$ cat config.mk
export PLATFORM = sky130hd
export DESIGN_NAME = camera_zoom_track_shake_step
export DESIGN_NICKNAME = d
export VERILOG_FILES = /design/src/rtl/cz_pkg.sv /design/src/rtl/camera_zoom_track_shake_step.sv /design/src/rtl/cz_alu.sv
export SDC_FILE = /design/constraint.sdc
export NUM_CORES = 2
export LEC_CHECK = 0
export BUFFER_PORTS_ARGS = -buffer_cell sky130_fd_sc_hd__buf_2
export CAP_MARGIN = 10
export CORE_MARGIN = 1.5
export CORE_UTILIZATION = 60
export CTS_CLUSTER_SIZE = 10
export DETAILED_ROUTE_END_ITERATION = 12
export PLACE_DENSITY = 0.79
export SYNTH_ARGS = -nofsm -noshare
export SYNTH_HDL_FRONTEND = slang
export SYNTH_SLANG_ARGS = --single-unit
$ cat constraint.sdc
create_clock -name clk_i -period 24.6 [get_ports clk_i]
set_clock_uncertainty 0.2 [all_clocks]
set_input_delay 4.92 -clock clk_i [delete_from_list [all_inputs] [get_ports clk_i]]
set_output_delay 4.92 -clock clk_i [all_outputs]
set_load 0.05 [all_outputs]
$ cat src/rtl/cz_pkg.sv
// Shared types, constants and helpers of the camera zoom/track/shake block.
package cz_pkg;

  localparam int unsigned VIEW_WIDTH_DEF  = 320;
  localparam int unsigned VIEW_HEIGHT_DEF = 224;

  localparam int OPA_W  = 32;
  localparam int OPB_W  = 17;
  localparam int PROD_W = OPA_W + OPB_W;
  localparam int CNT_W  = 6;

  localparam logic [CNT_W-1:0] DIV_STEPS = 6'd32;
  localparam logic [CNT_W-1:0] MUL_STEPS = 6'd17;

  localparam logic [15:0] LCG_MUL  = 16'h4E6D;
  localparam logic [15:0] LCG_INC  = 16'h3039;
  localparam logic [15:0] LCG_SEED = 16'h1234;

  localparam logic [7:0]  ZOOM_IDX_MAX = 8'd128;
  localparam logic [15:0] BOUNDS_H_CAP = 16'd512;

  typedef enum logic [3:0] {
    ACT_TICK       = 4'd0,
    ACT_SET_POS    = 4'd1,
    ACT_MOVE       = 4'd2,
    ACT_SET_ZOOM   = 4'd3,
    ACT_SET_TARGET = 4'd4,
    ACT_SHAKE      = 4'd5,
    ACT_STOP_SHAKE = 4'd6,
    ACT_W2S        = 4'd7,
    ACT_S2W        = 4'd8
  } action_e;

  typedef enum logic [2:0] {
    REG_ZOOM_STEP  = 3'd0,
    REG_DZ_WIDTH   = 3'd1,
    REG_DZ_HEIGHT  = 3'd2,
    REG_GAIN       = 3'd3,
    REG_BND_WIDTH  = 3'd4,
    REG_BND_HEIGHT = 3'd5,
    REG_AIM_X      = 3'd6,
    REG_AIM_Y      = 3'd7
  } cfg_idx_e;

  typedef enum logic {
    ALU_DIV = 1'b0,
    ALU_MUL = 1'b1
  } alu_op_e;

  typedef struct packed {
    logic             start;
    alu_op_e          op;
    logic [OPA_W-1:0] a;
    logic [OPB_W-1:0] b;
  } alu_req_t;

  typedef struct packed {
    logic              busy;
    logic              done;
    logic [OPA_W-1:0]  quo;
    logic [OPB_W-1:0]  rem;
    logic [PROD_W-1:0] prod;
  } alu_rsp_t;

  typedef enum logic [3:0] {
    S_IDLE, S_EXEC, S_VW, S_VH, S_MVX, S_MULX, S_MVY, S_MULY,
    S_CLAMP, S_SHK, S_CDIV, S_MODX, S_MODY, S_S2WX, S_S2WY, S_FIN
  } seq_state_e;

  function automatic logic [7:0] level_to_index(logic [7:0] lvl);
    logic [7:0] z;
    z = lvl;
    if (z < 8'd8) z = 8'd8;
    if (z > 8'd16) z = 8'd16;
    return {z[3:0] - 4'd8, 4'b0} | {3'b0, z[4], 4'b0} << 3;
  endfunction

endpackage

$ cat src/rtl/camera_zoom_track_shake_step.sv
// Camera zoom/track/shake engine: sequencer, camera state and result register.
// Every request yields one result. screen_to_world runs two divides; a tick with
// shake runs three divides (two when the shake length is zero), and tracking adds
// two divides and two multiplies, plus a clamp step when bounds are set. All of
// them run on the single serial unit that does every divide (32 steps) and the
// follow multiply (17 steps). tready is high only while no request is in work; a
// finished result waits in the output register until taken.
module camera_zoom_track_shake_step #(
  parameter int unsigned VIEW_WIDTH  = cz_pkg::VIEW_WIDTH_DEF,
  parameter int unsigned VIEW_HEIGHT = cz_pkg::VIEW_HEIGHT_DEF
) (
  input  logic         clk_i,
  input  logic         rst_ni,
  input  logic         cfg_we_i,
  input  logic [2:0]   cfg_idx_i,
  input  logic [16:0]  cfg_data_i,
  input  logic         s_axis_tvalid_i,
  output logic         s_axis_tready_o,
  // pos_x, pos_y, tracking_on, zoom_level, shake_strength, shake_frames
  input  logic [95:0]  s_axis_tdata_i,
  // action
  input  logic [3:0]   s_axis_tuser_i,
  output logic         m_axis_tvalid_o,
  input  logic         m_axis_tready_i,
  // cam_x, cam_y, render_x, render_y, point_x, point_y, zoom_now, shrink_word,
  // zooming, shaking
  output logic [215:0] m_axis_tdata_o
);

  localparam logic [31:0] VW16 = 32'(VIEW_WIDTH * 16);
  localparam logic [31:0] VH16 = 32'(VIEW_HEIGHT * 16);

  cz_pkg::seq_state_e state_q, state_d;
  cz_pkg::alu_req_t   req;
  cz_pkg::alu_rsp_t   rsp;

  logic [5:0]  zoom_step_q;
  logic [15:0] dz_w_q, dz_h_q, bnd_w_q, bnd_h_q, aim_x_q, aim_y_q;
  logic [16:0] gain_q;

  logic [3:0]  act_q;
  logic [31:0] px_q, py_q;
  logic        trk_q;
  logic [7:0]  zlvl_q, str_q, frm_q;

  logic [31:0] pos_x_q, pos_y_q;
  logic [7:0]  zidx_q, zgoal_q, amp_q, len_q, left_q, jx_q, jy_q, c_q;
  logic [15:0] lcg_q;
  logic [16:0] vw_q, vh_q;
  logic        mvneg_q, issued_q;
  logic [31:0] mvmag_q, ptx_q, pty_q;
  logic        m_valid_q;
  logic [215:0] m_data_q;

  logic        out_free, op_state, s_acc;
  logic [4:0]  z;
  logic [8:0]  zsum;
  logic [7:0]  zdec, zidx_tick;
  logic        sel_y;
  logic [31:0] f_cam, f_act, centre, dist_v, stepv;
  logic [15:0] f_aim, f_dz, bh_cap;
  logic [16:0] f_vis;
  logic signed [32:0] dist_s, half_s, mv;
  logic [32:0] mv_abs;
  logic signed [49:0] sp;
  logic [31:0] lcg_prod;
  logic [15:0] lcg_next;
  logic [7:0]  r_next, rabs_next, jit;
  logic [8:0]  m_div;
  logic [15:0] s2w_v, s2w_abs;
  logic [31:0] ux, s2w_pt;
  logic [31:0] rx, ry, relx, rely, w2s_x, w2s_y;
  logic signed [21:0] pzx, pzy;
  logic [11:0] shrink;
  logic [7:0]  left_dec;
  logic [15:0] shk_prod;

  function automatic logic [31:0] clamp_pos(logic [31:0] cam, logic [15:0] world,
                                            logic [16:0] vis);
    logic signed [17:0] mx;
    logic [16:0] mxp;
    logic [32:0] lim;
    logic [31:0] c;
    mx  = $signed({2'b0, world}) - $signed({1'b0, vis});
    mxp = mx[17] ? '0 : mx[16:0];
    c   = cam[31] ? '0 : cam;
    lim = {mxp, 16'b0};
    return ({1'b0, c} > lim) ? lim[31:0] : c;
  endfunction

  cz_alu u_alu (
    .clk_i  (clk_i),
    .rst_ni (rst_ni),
    .req_i  (req),
    .rsp_o  (rsp)
  );

  assign out_free        = !m_valid_q || m_axis_tready_i;
  assign s_axis_tready_o = (state_q == cz_pkg::S_IDLE);
  assign s_acc           = s_axis_tvalid_i && s_axis_tready_o;
  assign m_axis_tvalid_o = m_valid_q;
  assign m_axis_tdata_o  = m_data_q;

  always_comb begin
    z    = 5'd8 + {1'b0, zidx_q[7:4]};
    zsum = {1'b0, zidx_q} + {3'b0, zoom_step_q};
    zdec = (zidx_q >= {2'b0, zoom_step_q}) ? zidx_q - {2'b0, zoom_step_q} : '0;
    if (zidx_q < zgoal_q) begin
      zidx_tick = (zsum > {1'b0, zgoal_q}) ? zgoal_q : zsum[7:0];
    end else if (zidx_q > zgoal_q) begin
      zidx_tick = (zdec < zgoal_q) ? zgoal_q : zdec;
    end else begin
      zidx_tick = zidx_q;
    end

    sel_y  = (state_q == cz_pkg::S_MVY) || (state_q == cz_pkg::S_MULY) ||
             (state_q == cz_pkg::S_S2WY);
    f_cam  = sel_y ? pos_y_q : pos_x_q;
    f_act  = sel_y ? py_q : px_q;
    f_aim  = sel_y ? aim_y_q : aim_x_q;
    f_vis  = sel_y ? vh_q : vw_q;
    f_dz   = sel_y ? dz_h_q : dz_w_q;
    centre = f_cam + {f_vis[16:1], 16'b0};
    dist_v = f_act + {f_aim, 16'b0} - centre;
    dist_s = $signed({dist_v[31], dist_v});
    half_s = $signed({2'b0, f_dz[15:1], 16'b0});
    if (dist_s > half_s) mv = dist_s - half_s;
    else if (dist_s < -half_s) mv = dist_s + half_s;
    else mv = '0;
    mv_abs = mv[32] ? 33'(-mv) : 33'(mv);
    sp     = $signed({1'b0, rsp.prod});
    if (mvneg_q) sp = -sp;
    stepv  = sp[47:16];

    bh_cap = (bnd_h_q > cz_pkg::BOUNDS_H_CAP) ? cz_pkg::BOUNDS_H_CAP : bnd_h_q;

    lcg_prod  = lcg_q * cz_pkg::LCG_MUL;
    lcg_next  = lcg_prod[15:0] + cz_pkg::LCG_INC;
    r_next    = lcg_next[15:8];
    rabs_next = r_next[7] ? 8'(-r_next) : r_next;
    m_div     = {c_q, 1'b1};
    jit       = (lcg_q[15] ? 8'(-rsp.rem[7:0]) : rsp.rem[7:0]) - c_q;
    left_dec  = left_q - 8'd1;
    shk_prod  = {8'b0, amp_q} * {8'b0, left_q};

    s2w_v   = sel_y ? py_q[15:0] : px_q[15:0];
    s2w_abs = s2w_v[15] ? 16'(-s2w_v) : s2w_v;
    ux      = s2w_v[15] ? 32'(-rsp.quo) : rsp.quo;
    s2w_pt  = {ux[15:0], 16'b0} + f_cam;

    rx    = pos_x_q + {{8{jx_q[7]}}, jx_q, 16'b0};
    ry    = pos_y_q + {{8{jy_q[7]}}, jy_q, 16'b0};
    relx  = px_q - rx;
    rely  = py_q - ry;
    pzx   = $signed(relx[31:16]) * $signed({1'b0, z});
    pzy   = $signed(rely[31:16]) * $signed({1'b0, z});
    w2s_x = {{16{pzx[19]}}, pzx[19:4]};
    w2s_y = {{16{pzy[19]}}, pzy[19:4]};

    shrink = 12'(({5'd0, 4'd7 + zidx_q[7:4], 4'b0} << 4) |
                 {4'b0, 9'd127 + {1'b0, zidx_q}});
  end

  // next state
  always_comb begin
    state_d = state_q;
    unique case (state_q)
      cz_pkg::S_IDLE: if (s_acc) state_d = cz_pkg::S_EXEC;
      cz_pkg::S_EXEC: begin
        priority if (act_q == cz_pkg::ACT_TICK) begin
          state_d = trk_q ? cz_pkg::S_VW : cz_pkg::S_SHK;
        end else if (act_q == cz_pkg::ACT_S2W) begin
          state_d = cz_pkg::S_S2WX;
        end else begin
          state_d = cz_pkg::S_FIN;
        end
      end
      cz_pkg::S_VW:   if (rsp.done) state_d = cz_pkg::S_VH;
      cz_pkg::S_VH:   if (rsp.done) state_d = cz_pkg::S_MVX;
      cz_pkg::S_MVX:  state_d = cz_pkg::S_MULX;
      cz_pkg::S_MULX: if (rsp.done) state_d = cz_pkg::S_MVY;
      cz_pkg::S_MVY:  state_d = cz_pkg::S_MULY;
      cz_pkg::S_MULY: begin
        if (rsp.done) begin
          state_d = (bnd_w_q != 0 || bnd_h_q != 0) ? cz_pkg::S_CLAMP : cz_pkg::S_SHK;
        end
      end
      cz_pkg::S_CLAMP: state_d = cz_pkg::S_SHK;
      cz_pkg::S_SHK: begin
        priority if (left_q == 0) state_d = cz_pkg::S_FIN;
        else if (len_q == 0) state_d = cz_pkg::S_MODX;
        else state_d = cz_pkg::S_CDIV;
      end
      cz_pkg::S_CDIV: if (rsp.done) state_d = cz_pkg::S_MODX;
      cz_pkg::S_MODX: if (rsp.done) state_d = cz_pkg::S_MODY;
      cz_pkg::S_MODY: if (rsp.done) state_d = cz_pkg::S_FIN;
      cz_pkg::S_S2WX: if (rsp.done) state_d = cz_pkg::S_S2WY;
      cz_pkg::S_S2WY: if (rsp.done) state_d = cz_pkg::S_FIN;
      cz_pkg::S_FIN:  if (out_free) state_d = cz_pkg::S_IDLE;
      default:        state_d = cz_pkg::S_IDLE;
    endcase
  end

  // unit requests
  always_comb begin
    op_state = 1'b1;
    req.op   = cz_pkg::ALU_DIV;
    req.a    = '0;
    req.b    = '0;
    unique case (state_q)
      cz_pkg::S_VW: begin
        req.a = VW16;
        req.b = {12'b0, z};
      end
      cz_pkg::S_VH: begin
        req.a = VH16;
        req.b = {12'b0, z};
      end
      cz_pkg::S_MULX, cz_pkg::S_MULY: begin
        req.op = cz_pkg::ALU_MUL;
        req.a  = mvmag_q;
        req.b  = gain_q;
      end
      cz_pkg::S_CDIV: begin
        req.a = {16'b0, shk_prod};
        req.b = {9'b0, len_q};
      end
      cz_pkg::S_MODX, cz_pkg::S_MODY: begin
        req.a = {24'b0, rabs_next};
        req.b = {8'b0, m_div};
      end
      cz_pkg::S_S2WX, cz_pkg::S_S2WY: begin
        req.a = {12'b0, s2w_abs, 4'b0};
        req.b = {12'b0, z};
      end
      default: op_state = 1'b0;
    endcase
    req.start = op_state && !issued_q && !rsp.busy;
  end

  always_ff @(posedge clk_i) begin
    if (s_acc) begin
      act_q  <= s_axis_tuser_i;
      px_q   <= s_axis_tdata_i[31:0];
      py_q   <= s_axis_tdata_i[63:32];
      trk_q  <= s_axis_tdata_i[64];
      zlvl_q <= s_axis_tdata_i[72:65];
      str_q  <= s_axis_tdata_i[80:73];
      frm_q  <= s_axis_tdata_i[88:81];
    end
  end

  always_ff @(posedge clk_i or negedge rst_ni) begin
    if (!rst_ni) begin
      zoom_step_q <= 6'd16;
      dz_w_q      <= 16'd64;
      dz_h_q      <= 16'd32;
      gain_q      <= 17'd9830;
      bnd_w_q     <= '0;
      bnd_h_q     <= '0;
      aim_x_q     <= '0;
      aim_y_q     <= '0;
    end else if (cfg_we_i) begin
      unique case (cz_pkg::cfg_idx_e'(cfg_idx_i))
        cz_pkg::REG_ZOOM_STEP:  zoom_step_q <= cfg_data_i[5:0];
        cz_pkg::REG_DZ_WIDTH:   dz_w_q      <= cfg_data_i[15:0];
        cz_pkg::REG_DZ_HEIGHT:  dz_h_q      <= cfg_data_i[15:0];
        cz_pkg::REG_GAIN:       gain_q      <= cfg_data_i;
        cz_pkg::REG_BND_WIDTH:  bnd_w_q     <= cfg_data_i[15:0];
        cz_pkg::REG_BND_HEIGHT: bnd_h_q     <= cfg_data_i[15:0];
        cz_pkg::REG_AIM_X:      aim_x_q     <= cfg_data_i[15:0];
        cz_pkg::REG_AIM_Y:      aim_y_q     <= cfg_data_i[15:0];
        default: ;
      endcase
    end
  end

  always_ff @(posedge clk_i or negedge rst_ni) begin
    if (!rst_ni) begin
      state_q   <= cz_pkg::S_IDLE;
      issued_q  <= 1'b0;
      pos_x_q   <= '0;
      pos_y_q   <= '0;
      zidx_q    <= cz_pkg::ZOOM_IDX_MAX;
      zgoal_q   <= cz_pkg::ZOOM_IDX_MAX;
      amp_q     <= '0;
      len_q     <= '0;
      left_q    <= '0;
      jx_q      <= '0;
      jy_q      <= '0;
      lcg_q     <= cz_pkg::LCG_SEED;
      c_q       <= '0;
      vw_q      <= '0;
      vh_q      <= '0;
      mvneg_q   <= 1'b0;
      mvmag_q   <= '0;
      ptx_q     <= '0;
      pty_q     <= '0;
      m_valid_q <= 1'b0;
      m_data_q  <= '0;
    end else begin
      state_q <= state_d;
      if (req.start) issued_q <= 1'b1;
      else if (rsp.done) issued_q <= 1'b0;
      if (state_q == cz_pkg::S_FIN && out_free) m_valid_q <= 1'b1;
      else if (m_valid_q && m_axis_tready_i) m_valid_q <= 1'b0;

      unique case (state_q)
        cz_pkg::S_EXEC: begin
          ptx_q <= '0;
          pty_q <= '0;
          unique case (act_q)
            cz_pkg::ACT_TICK: zidx_q <= zidx_tick;
            cz_pkg::ACT_SET_POS: begin
              pos_x_q <= px_q;
              pos_y_q <= py_q;
            end
            cz_pkg::ACT_MOVE: begin
              pos_x_q <= pos_x_q + px_q;
              pos_y_q <= pos_y_q + py_q;
            end
            cz_pkg::ACT_SET_ZOOM: begin
              zidx_q  <= cz_pkg::level_to_index(zlvl_q);
              zgoal_q <= cz_pkg::level_to_index(zlvl_q);
            end
            cz_pkg::ACT_SET_TARGET: zgoal_q <= cz_pkg::level_to_index(zlvl_q);
            cz_pkg::ACT_SHAKE: begin
              amp_q  <= str_q;
              len_q  <= frm_q;
              left_q <= frm_q;
            end
            cz_pkg::ACT_STOP_SHAKE: begin
              left_q <= '0;
              jx_q   <= '0;
              jy_q   <= '0;
            end
            default: ;
          endcase
        end
        cz_pkg::S_VW: if (rsp.done) vw_q <= rsp.quo[16:0];
        cz_pkg::S_VH: if (rsp.done) vh_q <= rsp.quo[16:0];
        cz_pkg::S_MVX, cz_pkg::S_MVY: begin
          mvneg_q <= mv[32];
          mvmag_q <= mv_abs[31:0];
        end
        cz_pkg::S_MULX: if (rsp.done) pos_x_q <= pos_x_q + stepv;
        cz_pkg::S_MULY: if (rsp.done) pos_y_q <= pos_y_q + stepv;
        cz_pkg::S_CLAMP: begin
          pos_x_q <= clamp_pos(pos_x_q, bnd_w_q, vw_q);
          pos_y_q <= clamp_pos(pos_y_q, bh_cap, vh_q);
        end
        cz_pkg::S_SHK: begin
          if (left_q == 0) begin
            jx_q <= '0;
            jy_q <= '0;
          end else begin
            left_q <= left_dec;
            c_q    <= (left_dec != 0) ? 8'd1 : 8'd0;
          end
        end
        cz_pkg::S_CDIV: begin
          if (rsp.done) c_q <= (rsp.quo == 0 && left_q != 0) ? 8'd1 : rsp.quo[7:0];
        end
        cz_pkg::S_MODX: begin
          if (req.start) lcg_q <= lcg_next;
          if (rsp.done) jx_q <= jit;
        end
        cz_pkg::S_MODY: begin
          if (req.start) lcg_q <= lcg_next;
          if (rsp.done) jy_q <= jit;
        end
        cz_pkg::S_S2WX: if (rsp.done) ptx_q <= s2w_pt;
        cz_pkg::S_S2WY: if (rsp.done) pty_q <= s2w_pt;
        cz_pkg::S_FIN: begin
          if (out_free) begin
            m_data_q  <= {2'b0, (left_q != 0), (zidx_q != zgoal_q), shrink, zidx_q,
                          (act_q == cz_pkg::ACT_W2S) ? w2s_y : pty_q,
                          (act_q == cz_pkg::ACT_W2S) ? w2s_x : ptx_q,
                          ry, rx, pos_y_q, pos_x_q};
          end
        end
        default: ;
      endcase
    end
  end

  a_zidx_range: assert property (@(posedge clk_i) disable iff (!rst_ni)
    zidx_q <= cz_pkg::ZOOM_IDX_MAX) else $error("zoom index out of range");

  a_zgoal_range: assert property (@(posedge clk_i) disable iff (!rst_ni)
    zgoal_q <= cz_pkg::ZOOM_IDX_MAX) else $error("zoom goal out of range");

  a_out_hold: assert property (@(posedge clk_i) disable iff (!rst_ni)
    (m_axis_tvalid_o && !m_axis_tready_i) |=> (m_axis_tvalid_o && $stable(m_axis_tdata_o)))
    else $error("result changed while waiting");

  a_busy_after_take: assert property (@(posedge clk_i) disable iff (!rst_ni)
    s_acc |=> !s_axis_tready_o) else $error("ready right after a request");

endmodule

$ cat src/rtl/cz_alu.sv
// Shared serial unit: restoring divide or shift-add multiply, one bit per cycle.
module cz_alu (
  input  logic             clk_i,
  input  logic             rst_ni,
  input  cz_pkg::alu_req_t req_i,
  output cz_pkg::alu_rsp_t rsp_o
);

  localparam int AW = cz_pkg::OPA_W;
  localparam int BW = cz_pkg::OPB_W;
  localparam int PW = cz_pkg::PROD_W;

  logic                     busy_q, done_q;
  cz_pkg::alu_op_e          op_q;
  logic [cz_pkg::CNT_W-1:0] cnt_q;
  logic [AW-1:0]            a_q, quo_q;
  logic [BW-1:0]            b_q, rem_q;
  logic [PW-1:0]            acc_q;

  logic [BW:0]   trial, diff;
  logic          ge;
  logic [PW-1:0] addend, mac;

  always_comb begin
    trial  = {rem_q, quo_q[AW-1]};
    ge     = trial >= {1'b0, b_q};
    diff   = trial - {1'b0, b_q};
    addend = b_q[BW-1] ? {{BW{1'b0}}, a_q} : '0;
    mac    = {acc_q[PW-2:0], 1'b0} + addend;
  end

  always_ff @(posedge clk_i or negedge rst_ni) begin
    if (!rst_ni) begin
      busy_q <= 1'b0;
      done_q <= 1'b0;
      op_q   <= cz_pkg::ALU_DIV;
      cnt_q  <= '0;
    end else if (req_i.start) begin
      busy_q <= 1'b1;
      done_q <= 1'b0;
      op_q   <= req_i.op;
      cnt_q  <= (req_i.op == cz_pkg::ALU_DIV) ? cz_pkg::DIV_STEPS : cz_pkg::MUL_STEPS;
    end else if (busy_q) begin
      cnt_q <= cnt_q - 1'b1;
      if (cnt_q == cz_pkg::CNT_W'(1)) begin
        busy_q <= 1'b0;
        done_q <= 1'b1;
      end
    end else begin
      done_q <= 1'b0;
    end
  end

  always_ff @(posedge clk_i) begin
    if (req_i.start) begin
      a_q   <= req_i.a;
      b_q   <= req_i.b;
      quo_q <= req_i.a;
      rem_q <= '0;
      acc_q <= '0;
    end else if (busy_q) begin
      if (op_q == cz_pkg::ALU_DIV) begin
        rem_q <= ge ? diff[BW-1:0] : trial[BW-1:0];
        quo_q <= {quo_q[AW-2:0], ge};
      end else begin
        acc_q <= mac;
        b_q   <= {b_q[BW-2:0], 1'b0};
      end
    end
  end

  assign rsp_o.busy = busy_q;
  assign rsp_o.done = done_q;
  assign rsp_o.quo  = quo_q;
  assign rsp_o.rem  = rem_q;
  assign rsp_o.prod = acc_q;

  a_start_idle: assert property (@(posedge clk_i) disable iff (!rst_ni)
    req_i.start |-> !busy_q) else $error("alu started while busy");

  a_done_after_busy: assert property (@(posedge clk_i) disable iff (!rst_ni)
    done_q |-> ($past(busy_q) && !busy_q)) else $error("alu done without run");

endmodule
* Word-level counts from Yosys, hierarchy flattened
Index checks and enable logic that the tools add are counted.
** Cells by class
- Add/subtract/negate cells :: 36
- $mul :: 4
- Order comparisons :: 14
- Equal/unequal tests :: 52
- Mux-type cells :: 104
- Bitwise gates (word level) :: 4
- Reductions and logical operators :: 71
** Operator list (number)
- 32-bit 2-to-1 mux :: 14
- 49-bit case mux with 6 select lines :: 1
- 32-bit adder :: 9
- 32-bit case mux with 2 select lines :: 4
- 32-bit case mux with 3 select lines :: 2
- 8-bit 2-to-1 mux :: 19
- 17-bit 2-to-1 mux :: 7
- 16-bit 2-to-1 mux :: 6
- 32-bit subtractor :: 3
- 8-bit case mux with 2 select lines :: 5
- 31-bit by 33-bit greater-than comparator with 1-bit output :: 2
- 33-bit 2-to-1 mux :: 2
- 31-bit 2-to-1 mux :: 2
- 4-bit case mux with 15 select lines :: 1
- 48-bit by 32-bit adder with 48-bit output :: 1
- 4-bit 2-to-1 mux :: 12
- 48-bit 2-to-1 mux :: 1
- 48-bit negator :: 1
- 8-bit case mux with 3 select lines :: 2
- 16-bit by 6-bit multiplier with 20-bit output :: 2
- 2-bit AND reduction :: 20
- 4-bit equality test, second input constant :: 9
- 16-bit by 17-bit subtractor with 18-bit output :: 2
- 32-bit by 32-bit adder with 33-bit output :: 1
- other kinds (64) :: 157
** Word-level totals
- Register bits :: 862
- Input bits :: 125
- Word-level logic and storage cells :: 330

* Logic depth before layout (Yosys ltp)
- Depth in word-level cells :: 11
- Mapped depth :: 49
- Gate-level depth less buffers :: 40

* Hierarchy
Synthesis repeated with hierarchy kept, for this count alone.
** Unflattened totals
- Cells, all modules :: 7436
- Area, all modules :: 66894.2 um^2
** By module, submodules not included
- camera_zoom_track_shake_step :: times used 1, cells each 6497, area each 57811.7 um^2
- cz_alu :: times used 1, cells each 939, area each 9082.5 um^2

* Worst setup path before layout
OpenSTA, ideal clock, no wires.
- Kind :: flip-flop to flip-flop
- Start point :: register state_q[0]
- End point :: register mvmag_q[30]
- Data arrival time :: 9.785 ns
- Required time :: 24.268 ns
- Slack :: 14.483 ns
- Stages on the path, launching flop included :: 44
- Buffers on the path :: 12
- Clock period less this slack :: 10.117 ns
- Cells stage by stage :: dfrtp_1 buf_2 nand2_1 nand3_1 clkbuf_1 buf_2 buf_2 clkbuf_1 clkbuf_1 buf_1 clkbuf_1 a21oi_1 fa_1 inv_1 fa_1 inv_1 ha_1 nand4_1 [... 8 more ...] and3_1 nand3_1 nor4_1 and4_1 a21o_2 buf_2 nand2_1 clkbuf_1 nand2b_1 ha_1 clkbuf_1 nand2_1 o21ai_1 o21ai_1 nor4b_2 a41oi_1 xnor2_1 o21ai_1
** Between the ends
- Word-level cells in the longest chain between the ends :: 11
- Elaborated cells on any way between the ends :: 24
** Ends and longest elaborated chain
- start: declaration :: line camera_zoom_track_shake_step.sv:33 : cz_pkg::seq_state_e state_q, state_d;
- start signal: assignment :: line camera_zoom_track_shake_step.sv:280 : state_q <= cz_pkg::S_IDLE;
- start signal: assignment :: line camera_zoom_track_shake_step.sv:302 : state_q <= state_d;
- 4-bit by 3-bit equality test with 1-bit output, on equally long branches :: line camera_zoom_track_shake_step.sv:116, camera_zoom_track_shake_step.sv:308
- 1-bit logical OR (2 in a row) :: line camera_zoom_track_shake_step.sv:116 : sel_y = (state_q == cz_pkg::S_MVY) || (state_q == cz_pkg::S_MULY) ||
- 32-bit 2-to-1 mux (tied with other cells) :: line camera_zoom_track_shake_step.sv:119 : f_act = sel_y ? py_q : px_q;
- 32-bit adder, on equally long branches :: line camera_zoom_track_shake_step.sv:124, camera_zoom_track_shake_step.sv:123
- 32-bit subtractor :: line camera_zoom_track_shake_step.sv:124 : dist_v = f_act + {f_aim, 16'b0} - centre;
- 32-bit by 32-bit adder with 33-bit output / 32-bit by 33-bit less-than comparator with 1-bit output (equally long branches) :: line camera_zoom_track_shake_step.sv:128 : else if (dist_s < -half_s) mv = dist_s + half_s;
- 33-bit 2-to-1 mux :: line camera_zoom_track_shake_step.sv:128
- 33-bit 2-to-1 mux :: line camera_zoom_track_shake_step.sv:127 : if (dist_s > half_s) mv = dist_s - half_s;
- 32-bit negator :: line camera_zoom_track_shake_step.sv:130 : mv_abs = mv[32] ? 33'(-mv) : 33'(mv);
- 32-bit 2-to-1 mux :: line camera_zoom_track_shake_step.sv:130
- end signal: assignment :: line camera_zoom_track_shake_step.sv:344 : mvmag_q <= mv_abs[31:0];
- end: declaration :: line camera_zoom_track_shake_step.sv:51 : logic [31:0] mvmag_q, ptx_q, pty_q;
Parallel ways exist; a longest one is shown, timed or not.
A chain may end at the register's enable or synchronous reset.

* Worst setup path in the final report
- Start point :: register state_q[3]
- End point :: register mvmag_q[30]
Same word-level chain as after synthesis.

==> Implementation_results.wiki <==
{| class="wikitable"
! Metric !! Value
|-
| Result of the run || finished clean
|-
| DRC marker count from the first detailed-route iteration || between 6000 and 7000
|-
| Sequential fraction of the synthesis area || between 30% and 40%
|-
| Resized Gates After CTS || 0
|-
| DRT Pass-1 Iters || 9
|-
| Clock tree buffer depth || 3
|-
| Post-synthesis instance area || roughly 0.067 mm²
|-
| Count of unique library cells instantiated by Yosys || 103
|-
| Sum of negative setup slack || 0 ns
|-
| Number of flops mapped to enable cells by yosys || 174
|-
| Die span in x || around 340 µm
|-
| Filler instances || just over 9000
|-
| Start point of the worst min-delay path || m_axis_tdata_o[199]$_DFFE_PN0P_
|-
| DR WL met3 || about 22000 µm
|-
| Critical path endpoint category || register
|-
| Largest delay contributor family on the critical path || compound AO/OA/AOI/OAI gates
|-
| Nets || 8659
|-
| Final max-slew violation count || 0
|-
| Worst Hold End || m_axis_tdata_o[199]$_DFFE_PN0P_
|-
| Final setup vio count || 0
|-
| #FFs+latches synth || between 800 and 900
|-
| Portion of synthesized cell area occupied by the leading cell type || 21.2%
|-
| Clock latency at the later pin of the worst-skew pair || roughly 0.75 ns
|-
| Area leader, netlist || sky130_fd_sc_hd__dfrtp_1
|-
| Yosys warns || 0
|-
| M1 WL || 84800 µm
|-
| Slowest Stage Delay on Critical Path || between 0.9 and 1 ns
|-
| Maximum fanout along the worst path || between 40 and 50
|-
| Sum of net half-perimeters after detailed placement || approximately 170000 µm
|-
| Most frequently used flop master after synthesis || sky130_fd_sc_hd__dfrtp_1
|-
| Core area || around 0.11 mm²
|-
| Uppermost layer routed || met5
|-
| Signed area change from the synthesized netlist to the final layout || 8.86%
|-
| Number of H-tree levels || 3
|-
| Vias after detailed routing || around 59000
|-
| Worst path bufs/invs || 5
|-
| DR DRC count || 0
|-
| Top post-synthesis cells by area || sky130_fd_sc_hd__dfrtp_1 (21%), sky130_fd_sc_hd__ha_1 (12%), sky130_fd_sc_hd__edfxtp_1 (7.8%)
|-
| Actual slew at the worst max-slew pin || about 1.3 ns
|-
| Routed Wire Length || between 200000 and 250000 µm
|-
| CP max stage cell || sky130_fd_sc_hd__mux2i_2
|-
| RSZ-0062 raised after global routing || false
|-
| Combined area of the multi-input logic cells || ~0.042 mm²
|-
| TritonCTS clock tree || done
|-
| Syn avg cell area || about 8.9 µm²
|-
| Ratio of final minimum period to clock period || 49.1%
|-
| Max reg flops || about 180
|-
| Most common library cells after synthesis || sky130_fd_sc_hd__nand2_1 (762), sky130_fd_sc_hd__ha_1 (651), sky130_fd_sc_hd__inv_1 (583), sky130_fd_sc_hd__dfrtp_1 (568), sky130_fd_sc_hd__a21oi_1 (522)
|-
| WL met2 || around 97000 µm
|-
| Number of antenna violations at the first check in global routing || 17
|-
| # port buffers || roughly 330
|-
| Crit start category || register
|-
| Overflow left after global routing || 0
|-
| DRT antenna net count || 0
|-
| Worst min-delay path class || register to register
|-
| Via count of the first global-routing pass || 56500
|-
| Endpoint of the most critical register-to-register path || mvmag_q[30]$_DFFE_PN0P_
|-
| Post-route minimum period || around 12 ns
|-
| Leading cell type by number of instances after synthesis || sky130_fd_sc_hd__nand2_1
|-
| Via-per-instance ratio || ~6.4
|-
| First-pass GRT wire length || 336000 µm
|-
| Pin count of the biggest net entering global routing || 101
|-
| Sinks on Clock Net || ~820
|-
| Chip height || about 340 µm
|-
| Worst path required time || ~25 ns
|-
| Maximum achievable frequency || ~83 MHz
|-
| Footprint of the flip-flops and latches || 0.0212 mm²
|-
| Routed wirelength normalized by instance count || roughly 24 µm
|-
| Total GRT Usage || just under 40%
|-
| Clock-pin slew reported for the worst setup and hold paths after clock tree synthesis || 0.06 ns
|-
| Count of maximum capacitance violations || 0
|-
| CP arrival || around 12 ns
|-
| Number of placement rows || about 120
|-
| Placer congestion estimate || around 1.1
|-
| Root buffer cell || sky130_fd_sc_hd__clkbuf_16
|-
| Logic depth of the worst register-to-register path || 41
|-
| Area of the die || 0.114 mm²
|-
| Reg2Reg Launch Point || state_q[3]$_DFFE_PN0P_
|-
| Total setup buffers inserted after CTS || 0
|-
| Worst-case headroom to the max-slew limit || 11.0%
|-
| Reg-to-reg setup timing slack || 12.52 ns
|-
| Count of hold-fix buffers inserted at cts || 0
|-
| Final Hold Fails || 0
|-
| Depth of the worst hold-timing path || 2
|-
| Synth async-reset ratio || 71.0%
|-
| Number of buffers created by CTS || just under 100
|-
| Share of layout cells above drive strength 1 || 11.4%
|-
| Kind of critical path || register to register
|-
| Initial core utilization || about three fifths
|-
| Gate count after technology mapping || ~7500
|-
| Number of I/O pins || roughly 340
|}
-- layout make-up --
type	instances	area share, %
well taps	1488	2.55
multi-input cells	5768	58.0
clock inverters	19	0.336
diodes	15	0.0514
inverters	584	3.00
clock buffers	155	3.84
repair buffers	418	3.17
flip-flops and latches	824	29.0
-- worst register-to-register path: cells and delay by family, from the launching register on --
kind | cells | cell delay, ns
multiplexers | 1 | 1.01
adder cells (fa/ha/maj) | 6 | 1.72
flip-flops | 1 | 0.32
AO/OA/AOI/OAI | 16 | 3.31
buffers and inverters | 5 | 1.22
XOR/XNOR | 2 | 0.80
AND/OR/NAND/NOR | 11 | 3.31
-- routing by layer --
layer | up-vias | track usage [%]
li1 | 26800 | -
met2 | 2990 | 58.9
met3 | 788 | 9.10
met5 | - | 0
met4 | 6 | 29.0
met1 | 28400 | 48.0
-- how the worst max path moves through the flow --
stage,from,endpoint,cells past startpoint
2_1_floorplan,state_q[0]$_DFFE_PN0P_,mvmag_q[30]$_DFFE_PN0P_,43
3_3_place_gp,state_q[3]$_DFFE_PN0P_,mvmag_q[30]$_DFFE_PN0P_,41
3_5_place_dp,state_q[3]$_DFFE_PN0P_,mvmag_q[30]$_DFFE_PN0P_,41
4_1_cts,state_q[3]$_DFFE_PN0P_,mvmag_q[30]$_DFFE_PN0P_,41
5_1_grt,state_q[3]$_DFFE_PN0P_,mvmag_q[30]$_DFFE_PN0P_,41
6_report,state_q[3]$_DFFE_PN0P_,mvmag_q[30]$_DFFE_PN0P_,41
-- per-stage QoR --
stage          setup slack [ns]  area (µm²)  std cells  hold WS (ns)  util [%]
2_1_floorplan             14.48       67100       7545         0.239         -
3_3_place_gp              13.17       69900       9081         0.243      63.1
3_5_place_dp              12.98       69900       9081         0.259      63.1
4_1_cts                   12.87       73000       9255         0.274      65.8
5_1_grt                   11.81       73000       9261         0.295      65.9
6_report                  12.52       73000       9271         0.270      65.9
-- cells by family after synthesis --
group	after synthesis	synth area share, %
muxes	332	5.41
DFF	824	31.6
AOI/OAI and AO/OA	1887	17.5
buffers and inverters	953	5.55
adders and majority gates	839	17.8
other	1	0.00559
and+or+nand+nor	2219	15.8
xor gates and xnor gates	483	6.36
-- cells in the final DEF (no fill, tap or decap), types with 101 or more instances in the layout --
master                      count
sky130_fd_sc_hd__nand3_1      180
sky130_fd_sc_hd__dfrtp_1      568
sky130_fd_sc_hd__xor2_1       150
sky130_fd_sc_hd__clkbuf_16    101
sky130_fd_sc_hd__nor3_1       137
sky130_fd_sc_hd__a21oi_1      519
sky130_fd_sc_hd__fa_1         188
sky130_fd_sc_hd__and2_1       184
sky130_fd_sc_hd__mux2_2       242
sky130_fd_sc_hd__a21o_1       126
sky130_fd_sc_hd__nand2_1      757
sky130_fd_sc_hd__nor2_1       474
sky130_fd_sc_hd__xnor2_1      330
sky130_fd_sc_hd__edfxtp_1     174
sky130_fd_sc_hd__inv_1        582
sky130_fd_sc_hd__o21ai_0      516
sky130_fd_sc_hd__ha_1         651
sky130_fd_sc_hd__buf_2        332
Power is not shown: default switching activity piles up to over one toggle a cycle in this logic, so the estimate is an artifact.
